## src/rtl/core/ptqv_pkg.sv

```systemverilog
package ptqv_pkg;

   localparam int COORD_WIDTH = 24;
   localparam int FRAC_BITS = 12;
   localparam int NORM_BITS = 30;
   localparam int CSR_ADDR_W = 3;
   localparam int HALF_WIDTH_RESET = 204;
   localparam int TRAIL_LIMIT_RESET = 410;

   typedef enum logic [CSR_ADDR_W-1:0] {
      CSR_CAMERA_X     = 3'd0,
      CSR_CAMERA_Y     = 3'd1,
      CSR_CAMERA_Z     = 3'd2,
      CSR_HALF_WIDTH   = 3'd3,
      CSR_ELAPSED_TIME = 3'd4,
      CSR_TRAIL_LIMIT  = 3'd5
   } csr_index_type;

   typedef enum logic [1:0] {
      CORNER_HEAD_MINUS = 2'd0,
      CORNER_HEAD_PLUS  = 2'd1,
      CORNER_TAIL_MINUS = 2'd2,
      CORNER_TAIL_PLUS  = 2'd3
   } corner_type;

endpackage

```

## src/rtl/core/ptqv_if.sv

```systemverilog


interface ptqv_rsp_if #(parameter int W = ptqv_pkg::COORD_WIDTH);
   logic                valid;
   logic                ready;
   logic signed [W-1:0] vert_x;
   logic signed [W-1:0] vert_y;
   logic signed [W-1:0] vert_z;
   logic [1:0]          corner;
   logic                last_corner;
   logic                degenerate;
   modport source (output valid, vert_x, vert_y, vert_z, corner, last_corner, degenerate,
                   input ready);
   modport sink (input valid, vert_x, vert_y, vert_z, corner, last_corner, degenerate,
                 output ready);
endinterface


```

## src/rtl/core/ptqv_emit.sv

```systemverilog
module ptqv_emit #(
   parameter int W = ptqv_pkg::COORD_WIDTH,
   parameter int TLW = 2 * ptqv_pkg::COORD_WIDTH + 1
) (
   input  logic                  clock,
   input  logic                  reset,
   input  logic                  in_valid,
   output logic                  take,
   input  logic [2:0][W-1:0]     in_pos,
   input  logic [2:0][TLW-1:0]   in_tail,
   input  logic [2:0][W-1:0]     in_off,
   input  logic                  in_degen,
   ptqv_rsp_if.source            rsp_if
);

   localparam logic signed [TLW:0] HI = {{(TLW-W+2){1'b0}}, {(W-1){1'b1}}};
   localparam logic signed [TLW:0] LO = ~HI;

   logic                 valid_ff;
   ptqv_pkg::corner_type corner_ff;
   logic [2:0][W-1:0]    pos_ff;
   logic [2:0][TLW-1:0]  tail_ff;
   logic [2:0][W-1:0]    off_ff;
   logic                 degen_ff;
   logic [2:0][W-1:0]    vert;

   assign take = !valid_ff || (rsp_if.ready && corner_ff == ptqv_pkg::CORNER_TAIL_PLUS);

   always_ff @(posedge clock) begin
      if (reset) begin
         valid_ff <= 1'b0;
         corner_ff <= ptqv_pkg::CORNER_HEAD_MINUS;
      end else if (take) begin
         valid_ff <= in_valid;
         corner_ff <= ptqv_pkg::CORNER_HEAD_MINUS;
      end else if (rsp_if.ready) begin
         corner_ff <= ptqv_pkg::corner_type'(corner_ff + 2'd1);
      end
   end

   always_ff @(posedge clock) begin
      if (take) begin
         pos_ff <= in_pos;
         tail_ff <= in_tail;
         off_ff <= in_off;
         degen_ff <= in_degen;
      end
   end

   always_comb begin
      logic signed [TLW:0] base;
      logic signed [TLW:0] sum;
      for (int k = 0; k < 3; k++) begin
         base = corner_ff[1] ? (TLW+1)'($signed(tail_ff[k])) : (TLW+1)'($signed(pos_ff[k]));
         if (corner_ff[0]) begin
            sum = base + (TLW+1)'($signed(off_ff[k]));
         end else begin
            sum = base - (TLW+1)'($signed(off_ff[k]));
         end
         if (sum > HI) begin
            vert[k] = HI[W-1:0];
         end else if (sum < LO) begin
            vert[k] = LO[W-1:0];
         end else begin
            vert[k] = sum[W-1:0];
         end
      end
   end

   assign rsp_if.valid = valid_ff;
   assign rsp_if.vert_x = vert[0];
   assign rsp_if.vert_y = vert[1];
   assign rsp_if.vert_z = vert[2];
   assign rsp_if.corner = corner_ff;
   assign rsp_if.last_corner = (corner_ff == ptqv_pkg::CORNER_TAIL_PLUS);
   assign rsp_if.degenerate = degen_ff;

endmodule

```

## src/flat_wrapper.sv

```systemverilog
// flat-port wrapper written by rule: the top's interface ports become plain ports
module ptqv_emit_flat 
#(
   parameter int W = ptqv_pkg::COORD_WIDTH,
   parameter int TLW = 2 * ptqv_pkg::COORD_WIDTH + 1
)
  (clock, reset, in_valid, take, in_pos, in_tail, in_off, in_degen, rsp_if_valid, rsp_if_vert_x, rsp_if_vert_y, rsp_if_vert_z, rsp_if_corner, rsp_if_last_corner, rsp_if_degenerate, rsp_if_ready);
  ptqv_rsp_if #(.W(W)) rsp_if_i ();
  input  logic clock;
  input  logic reset;
  input  logic in_valid;
  output logic take;
  input  logic [2:0][W-1:0] in_pos;
  input  logic [2:0][TLW-1:0] in_tail;
  input  logic [2:0][W-1:0] in_off;
  input  logic in_degen;
  output wire logic [$bits(rsp_if_i.valid)-1:0] rsp_if_valid;
  output wire logic [$bits(rsp_if_i.vert_x)-1:0] rsp_if_vert_x;
  output wire logic [$bits(rsp_if_i.vert_y)-1:0] rsp_if_vert_y;
  output wire logic [$bits(rsp_if_i.vert_z)-1:0] rsp_if_vert_z;
  output wire logic [$bits(rsp_if_i.corner)-1:0] rsp_if_corner;
  output wire logic [$bits(rsp_if_i.last_corner)-1:0] rsp_if_last_corner;
  output wire logic [$bits(rsp_if_i.degenerate)-1:0] rsp_if_degenerate;
  input wire logic [$bits(rsp_if_i.ready)-1:0] rsp_if_ready;
  assign rsp_if_valid = rsp_if_i.valid;
  assign rsp_if_vert_x = rsp_if_i.vert_x;
  assign rsp_if_vert_y = rsp_if_i.vert_y;
  assign rsp_if_vert_z = rsp_if_i.vert_z;
  assign rsp_if_corner = rsp_if_i.corner;
  assign rsp_if_last_corner = rsp_if_i.last_corner;
  assign rsp_if_degenerate = rsp_if_i.degenerate;
  assign rsp_if_i.ready = rsp_if_ready;
  ptqv_emit #(.W(W), .TLW(TLW)) u_core (.clock(clock), .reset(reset), .in_valid(in_valid), .take(take), .in_pos(in_pos), .in_tail(in_tail), .in_off(in_off), .in_degen(in_degen), .rsp_if(rsp_if_i));
endmodule
```

## config.mk

```make
export PLATFORM = sky130hd
export DESIGN_NAME = ptqv_emit_flat
export DESIGN_NICKNAME = d
export VERILOG_FILES = /design/src/rtl/core/ptqv_pkg.sv /design/src/rtl/core/ptqv_if.sv /design/src/rtl/core/ptqv_emit.sv /design/src/flat_wrapper.sv
export SDC_FILE = /design/constraint.sdc
export NUM_CORES = 1
export LEC_CHECK = 0
export ABC_AREA = 0
export BUFFER_PORTS_ARGS = -buffer_cell sky130_fd_sc_hd__buf_4
export CAP_MARGIN = 20
export CELL_PAD_IN_SITES_DETAIL_PLACEMENT = 0
export CELL_PAD_IN_SITES_GLOBAL_PLACEMENT = 1
export CORE_ASPECT_RATIO = 0.9
export CORE_UTILIZATION = 40
export CTS_CLUSTER_SIZE = 12
export DETAILED_ROUTE_END_ITERATION = 7
export PLACE_DENSITY_LB_ADDON = 0.15
export RECOVER_POWER = 25
export SLEW_MARGIN = 25
export SYNTH_ARGS = -nofsm -noshare
export SYNTH_HDL_FRONTEND = slang
export SYNTH_SLANG_ARGS = --single-unit
```

## constraint.sdc

```tcl
create_clock -name clock -period 8.4 [get_ports clock]
set_input_delay 0.42 -clock clock [delete_from_list [all_inputs] [get_ports clock]]
set_output_delay 0.42 -clock clock [all_outputs]
set_load 0.01 [all_outputs]
```

# == Yosys cells after proc, flatten, opt, wreduce, memory -nomap -nowiden ==
# Index checks and enable logic that the tools add are counted.
# totals
ff_bits,295
input_bits,296
# op_classes
add_sub_neg,7
order_cmp,6
muxes,12
reduce_logical,4
eq_ne,1
# op_table
op,n
$mux 50,6
$add 50x24->50,3
$gt 50x24->1 const B,3
$lt 50x24->1 const B,3
$sub 50x24->50,3
$mux 24,6
$add 2x1->2 const B,1
$eq 2x2->1 const B,1
$reduce_or 2->1,1
$logic_and 1x1->1,1
$logic_not 1->1,1
$logic_or 1x1->1,1

# == Logic depth before layout (Yosys ltp) ==
# Gate-level depths: netlist of run 1.
# logic_depth
ltp_word,6
ltp_mapped,24
ltp_nobuf,21

# == Worst setup path after synthesis of run 1 ==
# Ideal clock, no wire load.
# synth_path
path_type,register to register
startpoint,reg u_core.corner_ff[1] (netlist: u_core.rsp_if.corner[1])
endpoint,"reg u_core.off_ff[0] (netlist bit), enable pin"
setup_slack_ps,680
stages_incl_launch_ff,4
synth_period_minus_slack_ps,7720
n_path_buf,0
setup_time_ps,2231
arrival_time_ps,5489
t_required_ps,6169
cell_sequence,dfxtp_1 -> ha_1 -> nand2_1 -> nand2_1
# synth_between
elab_chain_cells,3
# synth_lines
item,line_no,rtl
from (decl),ptqv_emit.sv:20,ptqv_pkg::corner_type corner_ff;
from (signal assigned),ptqv_emit.sv:32,corner_ff <= ptqv_pkg::CORNER_HEAD_MINUS;
from (signal assigned),ptqv_emit.sv:35,corner_ff <= ptqv_pkg::CORNER_HEAD_MINUS;
from (signal assigned),ptqv_emit.sv:37,corner_ff <= ptqv_pkg::corner_type'(corner_ff + 2'd1);
$eq 2x2->1,--,
named net rsp_if_last_corner,flat_wrapper.sv:22,output wire logic [$bits(rsp_if_i.last_corner)-1:0] rsp_if_last_corner;
$logic_and 1x1->1,ptqv_emit.sv:27,assign take = !valid_ff || (rsp_if.ready && corner_ff == ptqv_pkg::CORNER_TAIL_PLUS);
$logic_or 1x1->1,ptqv_emit.sv:27,
named net take,flat_wrapper.sv:12,output logic take;
to (signal assigned),ptqv_emit.sv:45,off_ff <= in_off;
to (decl),ptqv_emit.sv:23,logic [2:0][W-1:0] off_ff;
# The timed path passes the listed nets, and every way through them passes these cells.
# A chain may end at the register's enable or synchronous reset.

# == Final worst setup path of run 1 ==
# layout_path
startpoint,reg u_core.off_ff[27] (netlist bit)
endpoint,out rsp_if_vert_y[13]
# layout_between
elab_chain_cells,5
# layout_lines
item,line_no,rtl
$sub 50x24->50 / $add 50x24->50 (equally long branches),"ptqv_emit.sv:58, ptqv_emit.sv:56",
$mux 50 (*),ptqv_emit.sv:55,if (corner_ff[0]) begin
$lt 50x24->1,ptqv_emit.sv:62,end else if (sum < LO) begin
$mux 24,ptqv_emit.sv:62,
$mux 24 (*),ptqv_emit.sv:60,if (sum > HI) begin
to (decl),flat_wrapper.sv:19,output wire logic [$bits(rsp_if_i.vert_y)-1:0] rsp_if_vert_y;
# Every way passes the cells marked *; elsewhere a longest branch is shown, timed or not.

==> results of run 1 <==
-- path summary, 6_finish.rpt --
| check | from | endpoint | slack, ns | cells past startpoint |
|---|---|---|---|---|
| worst max-delay path | u_core.off_ff[27]$_DFFE_PP_ | rsp_if_vert_y[13] | 0.66 | 21 |
| worst min-delay path | reset | u_core.rsp_if.corner[0]$_SDFFE_PP0P_ | 0.04 | 2 |
| worst max register to register | u_core.rsp_if.corner[0]$_SDFFE_PP0P_ | u_core.tail_ff[67]$_DFFE_PP_ | 5.00 | 5 |
| worst min register to register | u_core.rsp_if.valid$_SDFFE_PP0P_ | u_core.rsp_if.valid$_SDFFE_PP0P_ | 0.55 | 2 |
-- state kept, by name, indices dropped and copies added (netlist names) --
signal,cells
u_core.rsp_if.degenerate,1
u_core.pos_ff,72
u_core.off_ff,72
u_core.tail_ff,147
u_core.rsp_if.valid,1
u_core.rsp_if.corner,2
-- Yosys cell counts (71+ instances only) --
cell	n
clkbuf_1	92
edfxtp_1	292
mux2_2	96
a21o_1	71
xor2_1	103
a21oi_1	230
nor2_1	147
o21ai_0	80
o21ai_1	86
xnor2_1	85
ha_1	151
nand2_1	345
-- power by group through the flow --
stage | clock (W) | combinational [W] | sequential (W)
2_1_floorplan | 0 | 0.00150 | 0.00183
3_3_place_gp | 0 | 0.00233 | 0.00182
3_5_place_dp | 0 | 0.00233 | 0.00182
4_1_cts | 0.00164 | 0.00241 | 0.00179
5_1_grt | 0.00168 | 0.00264 | 0.00180
6_report | 0.00160 | 0.00244 | 0.00179
-- logic make-up after synthesis --
logic type | share of synthesized area (%)
AO/OA/AOI/OAI | 19.8
AND/OR/NAND/NOR | 16.9
buffers and inverters | 3.44
XOR/XNOR | 7.28
adder cells (fa/ha/maj) | 8.62
multiplexers | 4.92
flip-flops | 39.1
-- timing repair --
action | 4_1_cts | 5_1_grt
endpoints found under the setup margin | 0 | 1
gates resized for setup | 0 | 1
endpoints found under the hold margin | 178 | 0
hold buffers | 178 | 0
-- worst reg2reg max path: cells and delay by family (launching register included) --
kind / cells / cell delay, ns
buffers and inverters: 2 / 1.38
DFF: 1 / 0.72
and+or+nand+nor: 2 / 0.56
adders and majority gates: 1 / 0.27
-- routing by layer --
metal  share of wire, %  vias to the layer above  track usage [%]
li1                   -                    10100                -
met1                 47                     9925             35.6
met2                 46                      664             42.3
met3                5.3                       94             3.41
met4                2.3                        2             6.92
met5              0.017                        -                0
-- area by class of cell --
| class | instances | area (sq um) |
|---|---|---|
| sequential | 295 | 8840 |
| tap | 756 | 946 |
| clock inverter | 17 | 287 |
| multi-input combinational | 1954 | 13000 |
| antenna | 3 | 7.51 |
| fill | 5136 | 26700 |
| clock buffer | 42 | 902 |
| timing repair buffer | 570 | 4730 |
| inverter | 70 | 263 |
-- metrics by stage --
stage	power, W	setup slack, ns	instance area, sq um	hold slack (ns)	utilization [%]
3_5_place_dp	0.00415	1.27	26000	0.557	46.7
6_report	0.00583	0.657	29000	0.0436	52.1
2_1_floorplan	0.00334	0.680	22600	0.492	-
4_1_cts	0.00584	0.626	29000	0.00000511	52.1
3_3_place_gp	0.00415	1.45	26000	0.548	46.7
5_1_grt	0.00613	0.194	29000	0.0278	52.1
==> summary.txt, run 1 <==
Status
  • Status: completed

Yosys
  • Yosys reg bits: slightly below 300
  • Synth top area cells: edfxtp_1 39%, ha_1 8.4%, nand2_1 5.7%
  • Syn_area_per_cell: approximately 9.3 sq um
  • Seq/Total Area, Yosys: 39.1%
  • Synthesized cell area: 22600 sq um
  • Post-Syn Nets: 2891
  • Mapped Cells: between 2000 and 2500
  • Post-synth EDFFs: between 200 and 300
  • Post-synth top area cell: edfxtp_1
  • Share of flip-flops with an asynchronous set or reset: 0%
  • Warnings, synthesis: 0
  • Most used DFF post-synth: edfxtp_1
  • Netlist cell types: 89
  • Synth top area share: 38.8%

CTS
  • Clock-pin slew on the worst setup and hold paths: approximately 0.06 ns
  • Clock Tree Root: clkbuf_16
  • H-tree depth: 2
  • Worst skew pair latency: 0.58 ns
  • Total CTS buffers: 35
  • Post-CTS setup buffers: 0
  • Clk buf depth: 3
  • CTS tree: yes
  • # clock sinks: 295

Critical path
  • Top delay family on crit path: simple AND/OR/NAND/NOR gates
  • CP cell instances: or3_1, nor4_1, nor3b_1, buf_4, and3b_1, a21oi_1, buf_4, mux2_2, ha_1, nand4_1, nor3_1, nand3b_1, a311oi_1, nor3_1, o21ai_1, xnor2_1, or4_1, nor4_1, a31oi_4, o31ai_1, buf_4
  • CP required: 7.98 ns
  • Worst path slowest cell: nor4_1
  • Critical Path AT: roughly 7.3 ns
  • Crit path kind: flip-flop to output port
  • Crit start category: flip-flop
  • Crit path capture type: output port
  • Crit-path most repeated cell: buf_4
  • Buffers plus inverters on the worst setup path: 3
  • CP Max Fanout: 23
  • Max incr delay on CP: around 0.53 ns

Layout
  • Layout Cells excl Fill: 3707
  • Net count, final: about 3400
  • Commonest non-fill, non-tap cell in the layout: nand2_1
  • Proportion of layout cells with a drive suffix above 1: 19.8%
  • P&R area growth vs syn: 28.3%
  • Most frequent cells in the layout: 344 x nand2_1, 292 x edfxtp_1, 230 x a21oi_1, 224 x buf_4, 178 x dlygate4sd3_1

Power
  • Worst VDD drop: about 0.24 mV
  • Clock Power Share: between 20% and 30%
  • Combinational fraction of design power: a little over two fifths
  • Psw: 0.00215 W
  • Int Power: 0.00368 W
  • Lkg Pwr: roughly 12 nW
  • Switching share of power: 36.9%
  • Power share of the sequential group: 30.7%
  • Power per cell area: 201 nW/um^2

Floorplanning
  • Die span in y: ~230 um
  • Num ports: 374
  • Die area: approximately 57000 sq um
  • Rows: 82
  • Initial core utilization: 40.6%
  • Core area: 55700 sq um
  • Die X: roughly 250 um

Timing
  • Clk_skew: 0.0181 ns
  • Worst slew pin tran: roughly 0.97 ns
  • Min Tclk post-route: 7.74 ns
  • Max-slew headroom: 35.4%
  • Fmax: 0.129 GHz
  • Setup_tns: 0 ns
  • Final hold vios: 0
  • Final setup violation count: 0
  • Final slew viol count: 0
  • Final period util: between 90 and 100%
  • RSZ-0062 raised after global routing: false

Routing
  • WL final: 75800 um
  • Routed vias: about 21000
  • DR iter-0 viols: 1453
  • Routed vias/inst: approximately 5.6
  • Routed Antenna Nets: 0
  • First-pass DRT Iterations: 7
  • Remaining DRCs: 0
  • Wire per inst: 20.5 um

Placed design
  • DP Wirelength: between 50000 and 60000 um
  • Placer Congestion: 0.948
  • Placed insts: 3467
  • Input/output buffers: 373

Global route
  • Overall global routing resource usage: 25.8%
  • Initial antenna violation count: 3
  • First-pass GRT wire length: 115000 um
  • Vias in the first global route: between 20000 and 25000
  • Largest net degree at the start of global routing: 119
  • Remaining Overflow, GRT: 0

Flow run
  • Max cap viols: 0

Worst hold path
  • Hold Path Class: primary input to flip-flop
Note: power is estimated with default switching activity, not from simulation.
==> run 2, diff against run 1 <==
- PLACE_DENSITY_LB_ADDON: 0.15 -> 0.1
==> summary.txt, run 2 (synthesized netlist as in run 1, its figures left out) <==
Routing
  • First-pass DRT Iterations: 5 (-2)
  • Routed vias: 20600 (-0.56%)
  • Remaining DRCs: 0 (unchanged)
  • Routed vias/inst: 5.55 (-0.86%)
  • Wire per inst: 20.7 um (+1.1%)
  • WL final: 76900 um (+1.4%)
  • Routed Antenna Nets: 0 (unchanged)
  • DR iter-0 viols: 1461 (+0.55%)

Status
  • Status: completed

Power
  • Switching share of power: 37.7% (+0.82 points)
  • Int Power: 0.00356 W (-3.1%)
  • Worst VDD drop: 0.161 mV (-33%)
  • Power share of the sequential group: 31.3% (+0.6 points)
  • Psw: 0.00216 W (+0.32%)
  • Clock Power Share: 26.0% (-1.4 points)
  • Lkg Pwr: 11.7 nW (about the same)
  • Power per cell area: 197 nW/um^2 (-1.8%)
  • Combinational fraction of design power: 42.7% (+0.8 points)

Floorplanning
  • Die X: 253 um (unchanged)
  • Core area: 55700 sq um (unchanged)
  • Rows: 82 (unchanged)
  • Die span in y: 228 um (unchanged)
  • Initial core utilization: 40.6% (unchanged)
  • Die area: 57500 sq um (unchanged)
  • Num ports: 374 (unchanged)

Critical path
  • Crit path kind: flip-flop to output port
  • CP cell instances: or3_1, nor3b_1, nor3b_1, buf_4, nand2_1, nor2_1, a211oi_4, a21o_1, ha_1, nand2_1, o21ai_0, nor2_1, o2bb2ai_1, a31oi_1, xnor2_1, a211oi_1, nand3_1, nor4bb_1, buf_4, a41o_1, o21ai_1, buf_4
  • Crit path to: rsp_if_vert_y[4]
  • Crit path capture type: output port
  • CP required: 7.98 ns (about the same)
  • Crit start category: flip-flop
  • Worst path slowest cell: a41o_1
  • CP Depth: 22 (+4.8%)
  • Crit-path most repeated cell: buf_4
  • Reg2reg end: u_core.pos_ff[38]$_DFFE_PP_
  • Reg2Reg Setup Slack: 4.48 ns (-0.52 ns)
  • Worst Reg-to-Reg Cells: 6 (+1)
  • Critical Path AT: 7.30 ns (-0.02 ns)
  • Max incr delay on CP: 0.64 ns (+0.11 ns)
  • CP Max Fanout: 23 (unchanged)
  • Reg-to-Reg Start: u_core.rsp_if.corner[0]$_SDFFE_PP0P_
  • Buffers plus inverters on the worst setup path: 3 (unchanged)
  • Crit path from: u_core.off_ff[27]$_DFFE_PP_
  • Top delay family on crit path: compound AO/OA/AOI/OAI gates

Global route
  • Remaining Overflow, GRT: 0 (unchanged)
  • First-pass GRT wire length: 117000 um (+0.94%)
  • Overall global routing resource usage: 26.3% (+0.50 points)
  • Vias in the first global route: 20300 (-0.87%)
  • Initial antenna violation count: 2 (-1)
  • Largest net degree at the start of global routing: 83 (-30%)

Placed design
  • Placed insts: 3471 (+0.12%)
  • DP Wirelength: 60000 um (+2.3%)
  • Placer Congestion: 0.949 (+0.13%)
  • Input/output buffers: 373 (unchanged)

Timing
  • Setup_tns: 0 ns (unchanged)
  • Max-slew headroom: 32.0% (-3.3 points)
  • Final setup violation count: 0 (unchanged)
  • Final slew viol count: 0 (unchanged)
  • Final period util: 91.9% (-0.30 points)
  • Fmax: 0.130 GHz (+0.33%)
  • RSZ-0062 raised after global routing: false
  • Final hold vios: 0 (unchanged)
  • Worst slew pin tran: 1.02 ns (+0.0500 ns)
  • Clk_skew: 0.0266 ns (+0.00853 ns)
  • Min Tclk post-route: 7.72 ns (-0.0254 ns)

Layout
  • Commonest non-fill, non-tap cell in the layout: nand2_1
  • Most frequent cells in the layout: 344 x nand2_1, 292 x edfxtp_1, 230 x a21oi_1, 229 x buf_4, 182 x dlygate4sd3_1
  • Largest regs: u_core.tail_ff (147), u_core.off_ff (72), u_core.pos_ff (72)
  • Reg with most FFs: u_core.tail_ff
  • Net count, final: 3385 (+0.27%)
  • Layout Cells excl Fill: 3718 (+0.30%)
  • Proportion of layout cells with a drive suffix above 1: 19.9% (+0.055 points)
  • Number of flip-flops in the largest register: 147 (unchanged)
  • P&R area growth vs syn: 28.3% (about the same)

CTS
  • Worst skew pair latency: 0.58 ns (about the same)
  • # clock sinks: 295 (unchanged)
  • Clock Tree Root: clkbuf_16
  • Clock-pin slew on the worst setup and hold paths: 0.06 ns (about the same)
  • Post-CTS setup buffers: 0 (unchanged)
  • H-tree depth: 2 (unchanged)
  • Clk buf depth: 3 (unchanged)
  • CTS tree: yes
  • Total CTS buffers: 35 (unchanged)

Flow run
  • Max cap viols: 0 (unchanged)

Worst hold path
  • Hold path cells: 1 (-1)
  • Hold Path Class: primary input to flip-flop
run 2: changes by cell type in the layout (fill, tap and decap cells not counted), sizes merged:
cell | previous run | this run
clkbuf | 208 | 212
bufinv | 5 | 1
dlygate4sd3 | 178 | 182
clkinv | 9 | 12
buf | 226 | 231
diode | 3 | 2
run 2: per-stage QoR:
stage / worst slack, ns / util [%] / cell area (sq um) / power (W) / hold WS [ns]
5_1_grt: 0.120 / 52.1 / 29000 / 0.00602 / 0.0246
3_3_place_gp: 1.19 / 46.8 / 26100 / 0.00416 / 0.548
4_1_cts: 0.375 / 52.0 / 29000 / 0.00573 / 0.000171
2_1_floorplan: 0.680 / - / 22600 / 0.00334 / 0.492
3_5_place_dp: 1.05 / 46.8 / 26100 / 0.00416 / 0.550
6_report: 0.683 / 52.1 / 29000 / 0.00572 / 0.0436
run 2: layout make-up:
type | count | area [sq um]
Clock buffer | 46 | 917
Inverter | 70 | 263
Fill cell | 5122 | 26700
Multi-Input combinational cell | 1954 | 13000
Clock inverter | 16 | 186
Antenna cell | 2 | 5.00
Timing Repair Buffer | 579 | 4810
Tap cell | 756 | 946
Sequential cell | 295 | 8840
run 2: worst min path at each step:
stage                                           from                          endpoint  slack (ns)
finish                                  in_tail[125]     u_core.tail_ff[125]$_DFFE_PP_        0.04
global route                             in_tail[41]      u_core.tail_ff[41]$_DFFE_PP_        0.02
CTS                                      in_tail[92]      u_core.tail_ff[92]$_DFFE_PP_      0.0002
detailed placement  u_core.rsp_if.valid$_SDFFE_PP0P_  u_core.rsp_if.valid$_SDFFE_PP0P_        0.55
global placement    u_core.rsp_if.valid$_SDFFE_PP0P_  u_core.rsp_if.valid$_SDFFE_PP0P_        0.55
floorplan                                      reset  u_core.rsp_if.valid$_SDFFE_PP0P_        0.49
run 2: timing repair:
| action | 4_1_cts | 5_1_grt |
|---|---|---|
| hold endpoints to repair | 184 | 0 |
| hold buffers | 182 | 0 |
| setup endpoints to repair | 0 | 6 |
| gates resized for setup | 0 | 1 |
run 2: metal layers:
metal  routed length, um  track usage (%)  up-vias  share of wire [%]
li1                    -                -    10100                  -
met1               35400             35.9     9839                 46
met2               35200             42.8      624                 46
met3                4420             4.39       86                5.8
met4                1840             7.39        0                2.4
met5                   0                0        -                  0
run 2: power by group through the flow:
stage	registers, W	logic, W	clock network [W]
5_1_grt	0.00180	0.00265	0.00158
2_1_floorplan	0.00183	0.00150	0
3_5_place_dp	0.00182	0.00233	0
6_report	0.00179	0.00244	0.00149
3_3_place_gp	0.00182	0.00234	0
4_1_cts	0.00179	0.00242	0.00152
==> run 3, diff against run 2 <==
- CORE_MARGIN: not set -> 1.5
==> summary.txt, run 3 (synthesized netlist as in run 1, its figures left out) <==
Status
  • Status: completed

Global route
  • Remaining Overflow, GRT: 0 (unchanged)
  • Vias in the first global route: 20500 (+0.75%)
  • Initial antenna violation count: 6 (+4)
  • Overall global routing resource usage: 25.7% (-0.55 points)
  • Largest net degree at the start of global routing: 143 (+72%)
  • First-pass GRT wire length: 116000 um (-0.59%)

Routing
  • Wire per inst: 20.6 um (-0.58%)
  • First-pass DRT Iterations: 5 (unchanged)
  • Routed vias: 20500 (-0.87%)
  • WL final: 75600 um (-1.7%)
  • Routed Antenna Nets: 0 (unchanged)
  • Routed vias/inst: 5.56 (+0.24%)
  • Remaining DRCs: 0 (unchanged)
  • DR iter-0 viols: 1467 (+0.41%)

CTS
  • Clock-pin slew on the worst setup and hold paths: 0.06 ns (about the same)
  • # clock sinks: 295 (unchanged)
  • H-tree depth: 2 (unchanged)
  • Total CTS buffers: 35 (unchanged)
  • CTS tree: yes
  • Clock Tree Root: clkbuf_16
  • Post-CTS setup buffers: 0 (unchanged)
  • Worst skew pair latency: 0.57 ns (about the same)
  • Clk buf depth: 3 (unchanged)

Critical path
  • CP required: 7.98 ns (about the same)
  • Crit path capture type: output port
  • Crit path kind: flip-flop to output port
  • CP Max Fanout: 23 (unchanged)
  • Crit start category: flip-flop
  • Critical Path AT: 7.48 ns (+0.18 ns)

Timing
  • Max-slew headroom: 31.8% (-0.24 points)
  • Worst slew pin tran: 1.02 ns (+0.00169 ns)
  • Final setup violation count: 0 (unchanged)
  • Final period util: 94.0% (+2.1 points)
  • Clk_skew: 0.0137 ns (-0.0129 ns)
  • Setup_tns: 0 ns (unchanged)
  • Final slew viol count: 0 (unchanged)
  • Fmax: 0.127 GHz (-2.3%)
  • RSZ-0062 raised after global routing: false
  • Min Tclk post-route: 7.90 ns (+0.179 ns)
  • Final hold vios: 0 (unchanged)

Placed design
  • Placer Congestion: 0.941 (-0.90%)
  • Input/output buffers: 373 (unchanged)
  • Placed insts: 3471 (unchanged)
  • DP Wirelength: 59800 um (-0.41%)

Power
  • Power per cell area: 202 nW/um^2 (+2.4%)
  • Lkg Pwr: 11.6 nW (-1.1%)
  • Overall power: 0.00579 W (+1.2%)
  • Worst VDD drop: 0.174 mV (+7.9%)

Layout
  • Most frequent cells in the layout: 344 x nand2_1, 292 x edfxtp_1, 230 x a21oi_1, 227 x buf_4, 161 x clkbuf_4
  • Net count, final: 3346 (-1.2%)
  • Reg with most FFs: u_core.tail_ff
  • Number of flip-flops in the largest register: 147 (unchanged)
  • Proportion of layout cells with a drive suffix above 1: 20.1% (+0.22 points)
  • Commonest non-fill, non-tap cell in the layout: nand2_1
  • Largest regs: u_core.tail_ff (147), u_core.off_ff (72), u_core.pos_ff (72)
  • P&R area growth vs syn: 26.8%
  • Layout Cells excl Fill: 3677 (-1.1%)

Floorplanning
  • Core area: 55700 sq um (unchanged)
  • Num ports: 374 (unchanged)
  • Die span in y: 229 um (+0.44%)
  • Initial core utilization: 40.6% (unchanged)
  • Rows: 82 (unchanged)
  • Die X: 254 um (+0.40%)
  • Die area: 57900 sq um (+0.84%)

Flow run
  • Max cap viols: 0 (unchanged)

Worst hold path
  • Hold Path Class: primary input to flip-flop
[run 3: cell count changes in the layout (fill, tap and decap cells not counted), moves of 2 or more]
cell	delta
clkinv_8	+2
clkinv_16	-2
clkinv_4	-2
bufinv_16	+4
clkbuf_1	-5
buf_4	-2
dlygate4sd3_1	-38
[run 3: final cells by class]
type	instances	area [sq um]
sequential	295	8840
fill	5202	27000
clock buffer	42	902
tap	756	946
antenna	3	7.51
inverter	70	263
timing repair buffer	540	4420
multi-input combinational	1954	13000
clock inverter	17	251
[run 3: critical path: stages, from the launching register on]
cell and delay, ns:
edfxtp_1 0.42, or3_1 0.42, nor4_1 0.19, buf_4 0.17, nor3b_1 0.49, and3b_1 0.29, a21oi_1 0.26, buf_4 0.27
mux2_2 0.26, ha_1 0.39, a21o_1 0.24, o21bai_1 0.21, a221oi_1 0.35, a21oi_1 0.13, nor3_1 0.44, o21ai_1 0.18
xnor2_1 0.16, or4_1 0.51, nor4_1 0.53, a31oi_4 0.37, o31ai_1 0.41, buf_4 0.18
[run 3: power breakdown]
part           switching, W  internal (W)  leakage [nW]
clock              0.000648      0.000927         0.554
combinational       0.00143      0.000987          8.07
sequential        0.0000493       0.00174          2.96
total               0.00213       0.00366          11.6
[run 3: per-layer routing]
metal | vias up | track usage (%) | wire, um
li1 | 9990 | - | -
met1 | 9674 | 34.2 | 34200
met2 | 654 | 42.2 | 34800
met3 | 132 | 3.83 | 3930
met4 | 4 | 9.49 | 2680
met5 | - | 0 | 26
[run 3: per-stage QoR]
stage                     instance area, sq um  setup slack, ns  utilization, %  hold WS, ns
after floorplan                          22600            0.680               -        0.492
after global placement                   26100             1.30            46.8        0.574
after detailed placement                 26100             1.15            46.8        0.596
after CTS                                28700            0.441            51.4     0.000217
after global routing                     28700            0.156            51.4       0.0292
final                                    28700            0.503            51.4       0.0371
[run 3: timing repair]
item | in CTS | in global routing
hold buffers | 144 | 0
resized for setup | 0 | 0
hold endpoints to repair | 144 | 0
[run 3: worst paths after layout]
kind | from | to | slack, ns | cells past startpoint
hold reg to reg | u_core.rsp_if.valid$_SDFFE_PP0P_ | u_core.rsp_if.valid$_SDFFE_PP0P_ | 0.60 | 2
setup / recovery | u_core.off_ff[27]$_DFFE_PP_ | rsp_if_vert_y[11] | 0.50 | 21
setup reg to reg | u_core.rsp_if.corner[0]$_SDFFE_PP0P_ | u_core.off_ff[61]$_DFFE_PP_ | 5.33 | 5
hold / removal | reset | u_core.rsp_if.corner[0]$_SDFFE_PP0P_ | 0.04 | 2
